`config.mk`:
```
export PLATFORM = sky130hd
export DESIGN_NAME = lispt_ctrl
export DESIGN_NICKNAME = d
export VERILOG_FILES = /design/src/rtl/lis_length_patience_tails_top_macros.svh /design/src/rtl/lispt_pkg.sv /design/src/rtl/lispt_ctrl.sv
export SDC_FILE = /design/constraint.sdc
export NUM_CORES = 1
export LEC_CHECK = 0
export CAP_MARGIN = 20
export CELL_PAD_IN_SITES_DETAIL_PLACEMENT = 0
export CELL_PAD_IN_SITES_GLOBAL_PLACEMENT = 2
export CORE_MARGIN = 5
export CORE_UTILIZATION = 43
export CTS_BUF_LIST = sky130_fd_sc_hd__clkbuf_2
export DETAILED_ROUTE_END_ITERATION = 10
export DONT_BUFFER_PORTS = 1
export PLACE_DENSITY_LB_ADDON = 0.12
export SETUP_SLACK_MARGIN = 0.3
export SLEW_MARGIN = 25
export SYNTH_ARGS = -nofsm -noshare
export SYNTH_HDL_FRONTEND = slang
export SYNTH_SLANG_ARGS = --single-unit
```
`constraint.sdc`:
```
create_clock -name i_clk -period 13.75 [get_ports i_clk]
set_clock_uncertainty 0.05 [all_clocks]
set_input_delay 2.75 -clock i_clk [delete_from_list [all_inputs] [get_ports i_clk]]
set_output_delay 2.75 -clock i_clk [all_outputs]
set_load 0.02 [all_outputs]
```
`src/rtl/lis_length_patience_tails_top_macros.svh`:
```
// assertion macros for the lis tail-table block
// used by lis_length_patience_tails_top, no other dependencies
`ifndef LIS_LENGTH_PATIENCE_TAILS_TOP_MACROS_SVH
`define LIS_LENGTH_PATIENCE_TAILS_TOP_MACROS_SVH

// same-cycle implication, clocked on i_clk, off during reset
`define LISPT_ASSERT_IMP(lbl, ante, cons, msg) \
    lbl: assert property (@(posedge i_clk) disable iff (!i_rst_n) (ante) |-> (cons)) \
        else $error(msg);

// next-cycle implication, clocked on i_clk, off during reset
`define LISPT_ASSERT_NXT(lbl, ante, cons, msg) \
    lbl: assert property (@(posedge i_clk) disable iff (!i_rst_n) (ante) |=> (cons)) \
        else $error(msg);

`endif

```
`src/rtl/lispt_pkg.sv`:
```
// shared constants, types and sequencer states for the lis tail-table block
// no dependencies
package lispt_pkg;

    localparam int MAX_LEN   = 1024;
    localparam int ADDR_W    = $clog2(MAX_LEN);
    localparam int LEN_W     = $clog2(MAX_LEN + 1);
    localparam int VALUE_W   = 32;
    localparam int OUT_LEN_W = 11;

    typedef logic signed [VALUE_W-1:0] t_value;
    typedef logic [OUT_LEN_W-1:0]      t_out_len;
    typedef logic [LEN_W-1:0]          t_len;
    typedef logic [ADDR_W-1:0]         t_addr;

    typedef enum logic [1:0] {
        S_IDLE,
        S_TAIL,
        S_SEARCH,
        S_DONE
    } t_state;

    // tail memory access from the sequencer
    typedef struct packed {
        logic   we;
        t_addr  waddr;
        t_value wdata;
        t_addr  raddr;
    } t_ram_req;

    // finished result handed to the output register
    typedef struct packed {
        logic     load;
        t_out_len lis_length;
        logic     overflow;
    } t_result;

endpackage

```
`src/rtl/lispt_ctrl.sv`:
```
// sequencer with the shared signed comparator: tail check, lower-bound search,
// append/replace write-back and result hand-off; depends on lispt_pkg
module lispt_ctrl import lispt_pkg::*; (
    input  logic     i_clk,
    input  logic     i_rst_n,
    input  logic     i_in_valid,
    input  t_value   i_value,
    input  logic     i_last,
    output logic     o_in_ready,
    input  logic     i_out_free,
    output t_result  o_res,
    output t_ram_req o_ram,
    input  t_value   i_rd_data
);

    t_state r_state, n_state;
    t_value r_key;
    logic   r_last;
    t_len   r_used, n_used;
    logic   r_ovf, n_ovf;
    t_len   r_lo, n_lo;
    t_len   r_hi, n_hi;
    t_addr  r_mid, n_mid;

    logic   c_key_gt;
    logic   s_append;
    logic   s_found;
    t_len   s_used_m1;
    t_len   s_mid_full;

    // the one comparator, shared by the tail check and every search step
    assign c_key_gt = r_key > i_rd_data;

    assign s_used_m1  = r_used - t_len'(1);
    assign s_append   = (r_used == '0) || c_key_gt;
    assign s_mid_full = n_lo + ((n_hi - n_lo) >> 1);
    assign s_found    = !(n_lo < n_hi);

    // next state
    always_comb begin
        n_state = r_state;
        unique case (r_state)
            S_IDLE: begin
                if (i_in_valid) begin
                    n_state = S_TAIL;
                end
            end
            S_TAIL: begin
                n_state = s_append ? S_DONE : S_SEARCH;
            end
            S_SEARCH: begin
                if (s_found) begin
                    n_state = S_DONE;
                end
            end
            S_DONE: begin
                if (!r_last || i_out_free) begin
                    n_state = S_IDLE;
                end
            end
            default: n_state = S_IDLE;
        endcase
    end

    // outputs and datapath
    always_comb begin
        o_in_ready       = 1'b0;
        o_ram.we         = 1'b0;
        o_ram.waddr      = r_used[ADDR_W-1:0];
        o_ram.wdata      = r_key;
        o_ram.raddr      = r_mid;
        o_res.load       = 1'b0;
        o_res.lis_length = OUT_LEN_W'(r_used);
        o_res.overflow   = r_ovf;
        n_used           = r_used;
        n_ovf            = r_ovf;
        n_lo             = r_lo;
        n_hi             = r_hi;
        n_mid            = r_mid;
        unique case (r_state)
            S_IDLE: begin
                o_in_ready  = 1'b1;
                o_ram.raddr = s_used_m1[ADDR_W-1:0];
            end
            S_TAIL: begin
                n_lo = '0;
                n_hi = r_used;
                if (s_append) begin
                    if (r_used < t_len'(MAX_LEN)) begin
                        o_ram.we = 1'b1;
                        n_used   = r_used + t_len'(1);
                    end else begin
                        n_ovf = 1'b1;
                    end
                end else begin
                    n_mid       = s_mid_full[ADDR_W-1:0];
                    o_ram.raddr = n_mid;
                end
            end
            S_SEARCH: begin
                if (c_key_gt) begin
                    n_lo = t_len'(r_mid) + t_len'(1);
                end else begin
                    n_hi = t_len'(r_mid);
                end
                n_mid       = s_mid_full[ADDR_W-1:0];
                o_ram.raddr = n_mid;
                o_ram.waddr = n_lo[ADDR_W-1:0];
                o_ram.we    = s_found;
            end
            S_DONE: begin
                if (r_last && i_out_free) begin
                    o_res.load = 1'b1;
                    n_used     = '0;
                    n_ovf      = 1'b0;
                end
            end
            default: begin
                o_in_ready = 1'b0;
            end
        endcase
    end

    always_ff @(posedge i_clk) begin
        if (!i_rst_n) begin
            r_state <= S_IDLE;
            r_used  <= '0;
            r_ovf   <= 1'b0;
        end else begin
            r_state <= n_state;
            r_used  <= n_used;
            r_ovf   <= n_ovf;
        end
    end

    always_ff @(posedge i_clk) begin
        if (r_state == S_IDLE && i_in_valid) begin
            r_key  <= i_value;
            r_last <= i_last;
        end
        r_lo  <= n_lo;
        r_hi  <= n_hi;
        r_mid <= n_mid;
    end

endmodule

```
==> impl_metrics.yaml, run 1 <==
power_and_ir_drop:
  power_density_nw_per_um2: 276.8
  power.switching_uw: 865.8
  power_leakage_uw: 0.002421
  ir_drop_v: 0.0001207
  power_frac_seq_pct: 26.1
  internal_power_uw: 768.3
  pwr-share-clk_pct: 6.9
  finalPower_uw: 1634
  swShare_pct: 52.98
  combPwrFrac_pct: 67.1
global_routing:
  grt_pass1_wl_um: 24970
  grt_max_degree: 42
  grt_pass1_vias: 4683
  antenna_found_initial: 1
  grt_overflow: 0
  grt_use_total_pct: 19.85
synthesis:
  synth_seq_cells: 79
  synthesis.area_um2: 5698
  synth-async-reset-ratio_pct: 0
  avgSynthCellArea_um2: 8.917
  syn_inst: 639
  synth_cell_types: 66
  synth_edf_count: 43
  ys_seq_area_share_pct: 35.31
  synthFlopType: "edfxtp_1"
  ys.warnings.count: 0
  syn_nets: 770
detailed_routing:
  drc: 0
  dr.first_iter.drc_count: 225
  vias: 4742
  drt-wirelength-per-cell_um: 19.48
  wl_um: 15680
  vias_per_cell: 5.891
  dr.pass1.iters: 5
  ant_nets: 0
timing:
  post-route-period-util_pct: 87.40
  timing.final.ws_setup_ns: 1.733
  setup_viol: 0
  relSlewSlack_pct: 35.24
  final_max_slew_viol_count: 0
  min_period_ns: 12.02
  worst_pin_slew_ns: 0.9713
  hold_viol_final: 0
  rsz0062_at_grt: "no"
  timing.setup.tns_ns: 0
  max_freq_mhz: 83.22
clock_tree:
  cts_buffers: 9
  cts_resized: 0
  cts.sinks: 79
  cts_tree: "done"
  clock_latency_ns: 0.57
  htreeDepth: 3
  path_clk_slew_ns: 0.24
  cts_setup_buffers: 0
  max-clock-path-buffers: 2
  clockRootBuffer: "clkbuf_2"
  hold_buffers: 0
setup_path:
  worstPathArrival_ns: 9.22
  required_ns: 10.95
  max_stage_delay_ns: 0.58
  crit_top_cell: "o21ai_0"
  worst_path_max_delay_cell: "or4_1"
  cp-start-kind: "input pin"
  critPathKind: "input pin to output pin"
  endpoint_kind: "output pin"
  cp_max_fo: 16
  reg2reg_depth: 26
place:
  place.gp.congestion: 0.8356
  io_buffers: 0
  dp_worst_setup_slack_ns: 1.749
  hpwlAfterDp_um: 12220
cells_and_area:
  syn_to_final_growth_pct: 3.601
  drive_gt1_share_pct: 7.006
  final.fill_count: 1315
  final_nets: 754
floorplanning:
  rows: 42
  die_x_um: 125.1
  start_util_pct: 43.37
  die_area_um2: 15650
  core_area_um2: 13140
  ioPinCount: 136
  die-height_um: 125.1
run:
  cap_violations: 0
hold_path:
  hold_depth: 2
  hp-class: "register to register"
run_status:
  status: "complete, no violations"
final timing paths:
kind | start | to | slack (ns)
min | r_hi[0]$_DFF_P_ | r_hi[0]$_DFF_P_ | 0.46
max reg2reg | r_key[14]$_DFFE_PP_ | r_mid[9]$_DFFE_PN_ | 6.69
max | i_rd_data[14] | o_ram[9] | 1.73
min reg2reg | r_hi[0]$_DFF_P_ | r_hi[0]$_DFF_P_ | 0.46
state kept, by name, summed over array words and instances (netlist names):
| signal | flops |
|---|---|
| r_hi | 11 |
| r_last | 1 |
| r_lo | 11 |
| r_mid | 10 |
| r_key | 32 |
| r_ovf | 1 |
| r_state | 2 |
| r_used | 11 |
power groups by stage:
stage                     sequential [µW]  combinational (µW)  clock, µW
after CTS                             425                1110        118
after global routing                  433                1230        127
after floorplan                       404                 864          0
final                                 426                1100        112
after detailed placement              431                1100          0
after global placement                430                1080          0
metrics by stage:
stage          hold slack, ns  util (%)  cells  area, µm²
2_1_floorplan          0.3838         -    639       5698
3_3_place_gp           0.4141     44.24    788       5812
3_5_place_dp           0.4161     44.24    788       5812
4_1_cts                0.4635     44.91    804       5901
5_1_grt                0.4959     44.93    805       5903
6_report               0.4617     44.93    805       5903
routing by layer:
layer  track usage, %  routed length (µm)  vias to the layer above
met5                0                   0                        -
met4            6.888                 315                        0
met3            5.245                1066                       20
met2            33.50                7447                      161
met1            24.61                6850                     2261
li1                 -                   -                     2300
logic make-up (layout without fill, tap and decap cells):
family                   after synthesis  after routing  synth area share [%]
AO/OA/AOI/OAI                        188            188                 21.32
AND/OR/NAND/NOR                      164            164                 14.56
buffers and inverters                100             89                 7.071
flip-flops                            79             79                 35.31
adder cells (fa/ha/maj)               62             62                 13.88
XOR/XNOR                              29             29                 4.589
multiplexers                          17             17                 3.272
other                                  0              1                     0
final cells by class:
class                           instances  area [µm²]  share of cell area [%]
Sequential cell                        79        2012                   34.08
Timing Repair Buffer                    6       45.04                  0.7630
Multi-Input combinational cell        460        3283                   55.62
Inverter                               67       251.5                   4.260
Antenna cell                            1       2.502                 0.04239
Clock inverter                          5       33.78                  0.5723
Clock buffer                           11       55.05                  0.9326
Tap cell                              176       220.2                   3.730
cell usage in the layout (no fill, tap or decap), types with 20 or more instances in the layout:
master    synthesis  final
a21oi_1          51     51
dfxtp_1          36     36
o21ai_0          54     54
a22oi_1          22     22
edfxtp_1         43     43
nand3_1          20     20
ha_1             60     60
nand2_1          48     48
nor2_1           32     32
inv_1            67     67
Yosys cell counts, types with 4 or more instances:
cell	number	area [µm²]
o221ai_1	4	35.03
and3_1	5	31.28
buf_2	6	30.03
edfxtp_1	43	1291
clkbuf_1	19	71.32
o31ai_1	6	45.04
dfxtp_1	36	720.7
a22o_1	4	35.03
xnor2_1	12	105.1
a22oi_1	22	165.2
a21boi_0	6	45.04
nor2_1	32	120.1
nand3_1	20	100.1
xor2_1	16	140.1
mux2_2	13	146.4
nand2_1	48	180.2
mux2i_1	4	40.04
ha_1	60	750.7
nor2b_1	5	31.28
inv_1	67	251.5
a21o_1	7	52.55
nor3_1	6	30.03
o21ai_0	54	270.3
nand4_1	13	81.33
a21oi_1	51	255.2
or3_1	5	31.28
nor4_1	4	25.02
a221oi_1	6	52.55
or4_1	9	67.56
critical path, delay by kind of cell:
family | cells | cell delay (ns)
AOI/OAI and AO/OA | 12 | 3.02
xor gates and xnor gates | 3 | 0.60
adders and majority gates | 3 | 0.94
and+or+nand+nor | 7 | 1.88
buffers and inverters | 1 | 0.02
(Power assumes the default switching activity.)
==> run 2: changes to the inputs <==
--- a/config.mk
+++ b/config.mk
@@ -13,2 +13,3 @@
 export CTS_BUF_LIST = sky130_fd_sc_hd__clkbuf_2
+export CTS_CLUSTER_DIAMETER = 50
 export DETAILED_ROUTE_END_ITERATION = 10
==> constraint.sdc (replaced) <==
create_clock -name i_clk -period 13.75 [get_ports i_clk]
set_clock_uncertainty 0.05 [all_clocks]
set_input_delay 0.6875 -clock i_clk [delete_from_list [all_inputs] [get_ports i_clk]]
set_output_delay 0.6875 -clock i_clk [all_outputs]
set_load 0.02 [all_outputs]
==> impl_metrics.yaml, run 2 (synthesis gave the netlist of run 1 again) <==
detailed_routing:
  vias_per_cell: 5.894
  drt-wirelength-per-cell_um: 19.71
  dr.pass1.iters: 5
  dr_wl_met3_um: 997
  dr.first_iter.drc_count: 310
  wl_um: 15870
  drc: 0
  ant_nets: 0
  wl_met2_um: 7451
  wl_met1_um: 7050
  highest_layer: "met4"
  vias: 4745
floorplanning:
  die_x_um: 125.1
  core_area_um2: 13140
  die-height_um: 125.1
  start_util_pct: 43.37
  ioPinCount: 136
  die_area_um2: 15650
  rows: 42
cells_and_area:
  final.fill_count: 1334
  layout_common_cells: "67 x inv_1, 60 x ha_1, 54 x o21ai_0"
  seq_area_um2: 2012
  regMostFlops: "r_key"
  largest_register_ffs: 32
  layout_commonest_cell: "inv_1"
  final_nets: 754
  syn_to_final_growth_pct: 3.601
  multi_input_area_um2: 3283
  drive_gt1_share_pct: 7.166
timing:
  min_period_ns: 8.458
  rsz0062_at_grt: "no"
  worst_pin_slew_ns: 1.021
  timing.final.ws_setup_ns: 5.292
  relSlewSlack_pct: 31.96
  setup_viol: 0
  hold_viol_final: 0
  timing.setup.tns_ns: 0
  max_freq_mhz: 118.2
  final_max_slew_viol_count: 0
  post-route-period-util_pct: 61.51
place:
  place.gp.congestion: 0.8378
  hpwlAfterDp_um: 12310
  io_buffers: 0
  dp_worst_setup_slack_ns: 5.714
clock_tree:
  max-clock-path-buffers: 2
  cts_setup_buffers: 0
  cts_tree: "done"
  cts.sinks: 79
  hold_buffers: 0
  htreeDepth: 3
  path_clk_slew_ns: 0.22
  clock_latency_ns: 0.57
  cts_buffers: 9
  cts_resized: 0
  clockRootBuffer: "clkbuf_2"
global_routing:
  antenna_found_initial: 1
  grt_pass1_vias: 4521
  grt_pass1_wl_um: 24770
  grt_use_total_pct: 19.75
  grt_overflow: 0
  grt_max_degree: 42
power_and_ir_drop:
  power_leakage_uw: 0.002419
  finalPower_uw: 1641
  internal_power_uw: 767.5
  ir_drop_v: 0.0001428
  power.switching_uw: 873.0
  power_density_nw_per_um2: 277.9
  pwr-share-clk_pct: 7.0
  combPwrFrac_pct: 67.0
  power_frac_seq_pct: 26.0
  swShare_pct: 53.21
setup_path:
  critPathKind: "register to output pin"
  cp-start-kind: "register"
  endpoint_kind: "output pin"
  cp_max_fo: 30
  required_ns: 13.01
  worstPathArrival_ns: 7.72
run_status:
  status: "complete, no violations"
run:
  cap_violations: 0
hold_path:
  hp-class: "input pin to register"
run 2: cell types whose count changed in the layout (fill, tap and decap cells not counted):
cell | previous run | this run
clkinv_2 | 0 | 1
clkinv_1 | 2 | 1
clkinv_4 | 2 | 1
clkinvlp_4 | 0 | 1
run 2: routing by layer:
metal | vias up | track usage [%]
met3 | 25 | 5.160
met4 | 0 | 7.143
met2 | 167 | 31.92
met1 | 2251 | 25.59
met5 | - | 0
li1 | 2302 | -
run 2: path summary, 6_finish.rpt:
kind / start / to / cells after the start / slack [ns]
min: i_value[28] / r_key[28]$_DFFE_PP_ / 0 / 0.15
min reg2reg: r_hi[5]$_DFF_P_ / r_hi[5]$_DFF_P_ / 2 / 0.46
max reg2reg: r_key[14]$_DFFE_PP_ / r_mid[9]$_DFFE_PN_ / 27 / 6.57
max: r_key[14]$_DFFE_PP_ / o_ram[9] / 26 / 5.29
run 2: final cells by class:
type / count / share of cell area, %
Clock inverter: 5 / 0.5723
Sequential cell: 79 / 34.08
Tap cell: 176 / 3.730
Multi-Input combinational cell: 460 / 55.62
Timing Repair Buffer: 6 / 0.7630
Inverter: 67 / 4.260
Antenna cell: 1 / 0.04239
Clock buffer: 11 / 0.9326
run 2: power groups by stage:
stage / Sequential, µW / Clock (µW) / Combinational, µW
after floorplan: 404 / 0 / 864
after global placement: 430 / 0 / 1090
after detailed placement: 431 / 0 / 1100
after CTS: 425 / 121 / 1110
after global routing: 433 / 130 / 1220
final: 426 / 115 / 1100
run 2: critical path, stage by stage, from the launching register on:
cell and delay, ns:
edfxtp_1 0.55, ha_1 0.37, nand4_1 0.14, or4_1 0.58, or3b_1 0.40, o21a_1 0.12, o21ai_2 0.05, buf_4 0.32
and2_1 0.45, a22oi_1 0.12, o21ai_0 0.38, ha_1 0.32, nor2b_1 0.13, o21ai_0 0.19, a21boi_0 0.16, o21ai_0 0.21
a21boi_0 0.18, o21ai_0 0.19, nand2b_1 0.12, xor2_1 0.16, ha_1 0.33, nor2_1 0.05, a311o_1 0.35, o21ai_0 0.33
xor2_2 0.31, xor2_1 0.15, o221ai_1 0.51
run 2: per-stage QoR:
stage	utilization (%)	hold slack [ns]	instance area, µm²	cells
floorplan	-	0.3838	5698	639
global placement	44.24	0.4111	5812	788
detailed placement	44.24	0.4177	5812	788
CTS	44.91	0.09412	5901	804
global route	44.93	0.04756	5903	805
finish	44.93	0.1541	5903	805
==> run 3: changes to the inputs <==
Settings changed: CORE_UTILIZATION 43 to 40.
Clock period 13.75 ns to 8 ns, I/O delays scaled along.
==> impl_metrics.yaml, run 3 (synthesis gave the netlist of run 1 again) <==
detailed_routing:
  highest_layer: "met4"
  vias: 4935
  drc: 0
  wl_um: 16950
  vias_per_cell: 5.758
  dr.first_iter.drc_count: 245
  wl_met1_um: 7312
  drt-wirelength-per-cell_um: 19.78
  dr_wl_met3_um: 1216
  wl_met2_um: 8046
  dr.pass1.iters: 4
  ant_nets: 0
setup_path:
  worstPathArrival_ns: 6.79
  reg2reg_to: "r_mid[9]$_DFFE_PN_"
  worst_path_max_delay_cell: "edfxtp_1"
  reg2reg_depth: 26
  crit_family: "compound AO/OA/AOI/OAI gates"
  ff2ff_setup_slack_ns: 1.60
  cp_max_fo: 10
  required_ns: 7.55
  max_stage_delay_ns: 0.56
  cp-start-kind: "register"
  endpoint_kind: "output pin"
  critical_path_buf_inv_count: 4
  critPathKind: "register to output pin"
  rr_startpoint: "r_key[15]$_DFFE_PP_"
global_routing:
  antenna_found_initial: 0
  grt_overflow: 0
  grt_max_degree: 34
  grt_pass1_vias: 4924
  grt_use_total_pct: 19.73
  grt_pass1_wl_um: 25830
timing:
  worst_pin_slew_ns: 0.8408
  max_freq_mhz: 138.1
  rsz0062_at_grt: "yes"
  hold_viol_final: 0
  holdWs_ns: 0.1914
  final_max_slew_viol_count: 0
  timing.final.ws_setup_ns: 0.7593
  post-route-period-util_pct: 90.51
  min_period_ns: 7.241
  timing.setup.tns_ns: 0
  relSlewSlack_pct: 43.36
  setup_viol: 0
place:
  place_area_um2: 5847
  hpwlAfterDp_um: 12610
  place.gp.congestion: 0.8100
  dp_worst_setup_slack_ns: 0.7168
  io_buffers: 0
cells_and_area:
  post-route-cell-area_um2: 6447
  largest_register_ffs: 32
  layout_commonest_cell: "inv_1"
  syn_to_final_growth_pct: 13.15
  drive_gt1_share_pct: 10.78
  diodes: 0
  regMostFlops: "r_key"
  layout_common_cells: "67 x inv_1, 58 x ha_1, 51 x a21oi_1"
  final_nets: 803
clock_tree:
  clock_latency_ns: 0.54
  max-clock-path-buffers: 2
  cts.sinks: 79
  htreeDepth: 3
  cts_tree: "done"
  clockRootBuffer: "clkbuf_2"
  path_clk_slew_ns: 0.21
  cts_buffers: 9
power_and_ir_drop:
  power_density_nw_per_um2: 467.0
  power_leakage_uw: 0.002652
  ir_drop_v: 0.0002880
hold_path:
  hp-class: "input pin to register"
  hold_depth: 3
  whs_endpoint: "r_state[1]$_SDFFE_PN0P_"
  hp-start: "i_in_valid"
floorplanning:
  start_util_pct: 40.89
  ioPinCount: 136
  die_area_um2: 16730
  core_area_um2: 13930
  die_x_um: 129.4
  die-height_um: 129.4
  rows: 43
run:
  cap_violations: 0
run_status:
  status: "complete, no violations"
-- run 3: metrics by stage --
stage / cells / util, % / total power [µW]
floorplan: 639 / - / 2178
global placement: 796 / 41.96 / 2642
detailed placement: 796 / 41.96 / 2661
CTS: 846 / 45.30 / 2914
global route: 857 / 46.27 / 3278
finish: 857 / 46.27 / 3011
-- run 3: what timing repair did --
| item | 4_1_cts | 5_1_grt |
|---|---|---|
| hold endpoints to repair | 38 | 0 |
| setup buffers | 0 | 10 |
| setup endpoints to repair | 4 | 4 |
| hold buffers | 34 | 0 |
| cloned | 0 | 1 |
| pin swaps | 0 | 6 |
| gates resized for setup | 5 | 16 |
-- run 3: tightest hold or removal path: cells and delay by family --
kind	cells	cell delay, ns
compound gates	1	0.20
simple gates	1	0.07
mux	1	0.08
-- run 3: routing by layer --
layer / vias to the layer above / track usage (%)
met5: - / 0
met4: 0 / 7.041
met3: 23 / 4.369
met2: 168 / 33.66
met1: 2349 / 24.56
li1: 2395 / -
-- run 3: where the power goes --
group / switching [µW] / leakage, µW / internal (µW)
Sequential: 161 / 0.000700 / 572
Clock: 144 / 0.0000696 / 74.5
Combinational: 1240 / 0.00188 / 816
Total: 1550 / 0.00265 / 1460
-- run 3: worst max-delay path by stage --
stage	start	endpoint	depth (start not counted)
after floorplan	r_key[14]$_DFFE_PP_	o_ram[9]	27
after global placement	r_key[31]$_DFFE_PP_	o_ram[9]	26
after detailed placement	r_key[31]$_DFFE_PP_	o_ram[9]	26
after CTS	r_key[15]$_DFFE_PP_	o_ram[9]	27
after global routing	r_key[15]$_DFFE_PP_	o_ram[9]	27
final	r_key[15]$_DFFE_PP_	o_ram[9]	26
-- run 3: layout make-up --
cell class | count | area (µm²)
multi-input cells | 461 | 3362
repair buffers | 54 | 490.5
flip-flops and latches | 79 | 2012
well taps | 180 | 225.2
clock buffers | 12 | 60.06
clock inverters | 4 | 46.29
inverters | 67 | 251.5
fillers | 1390 | 7487
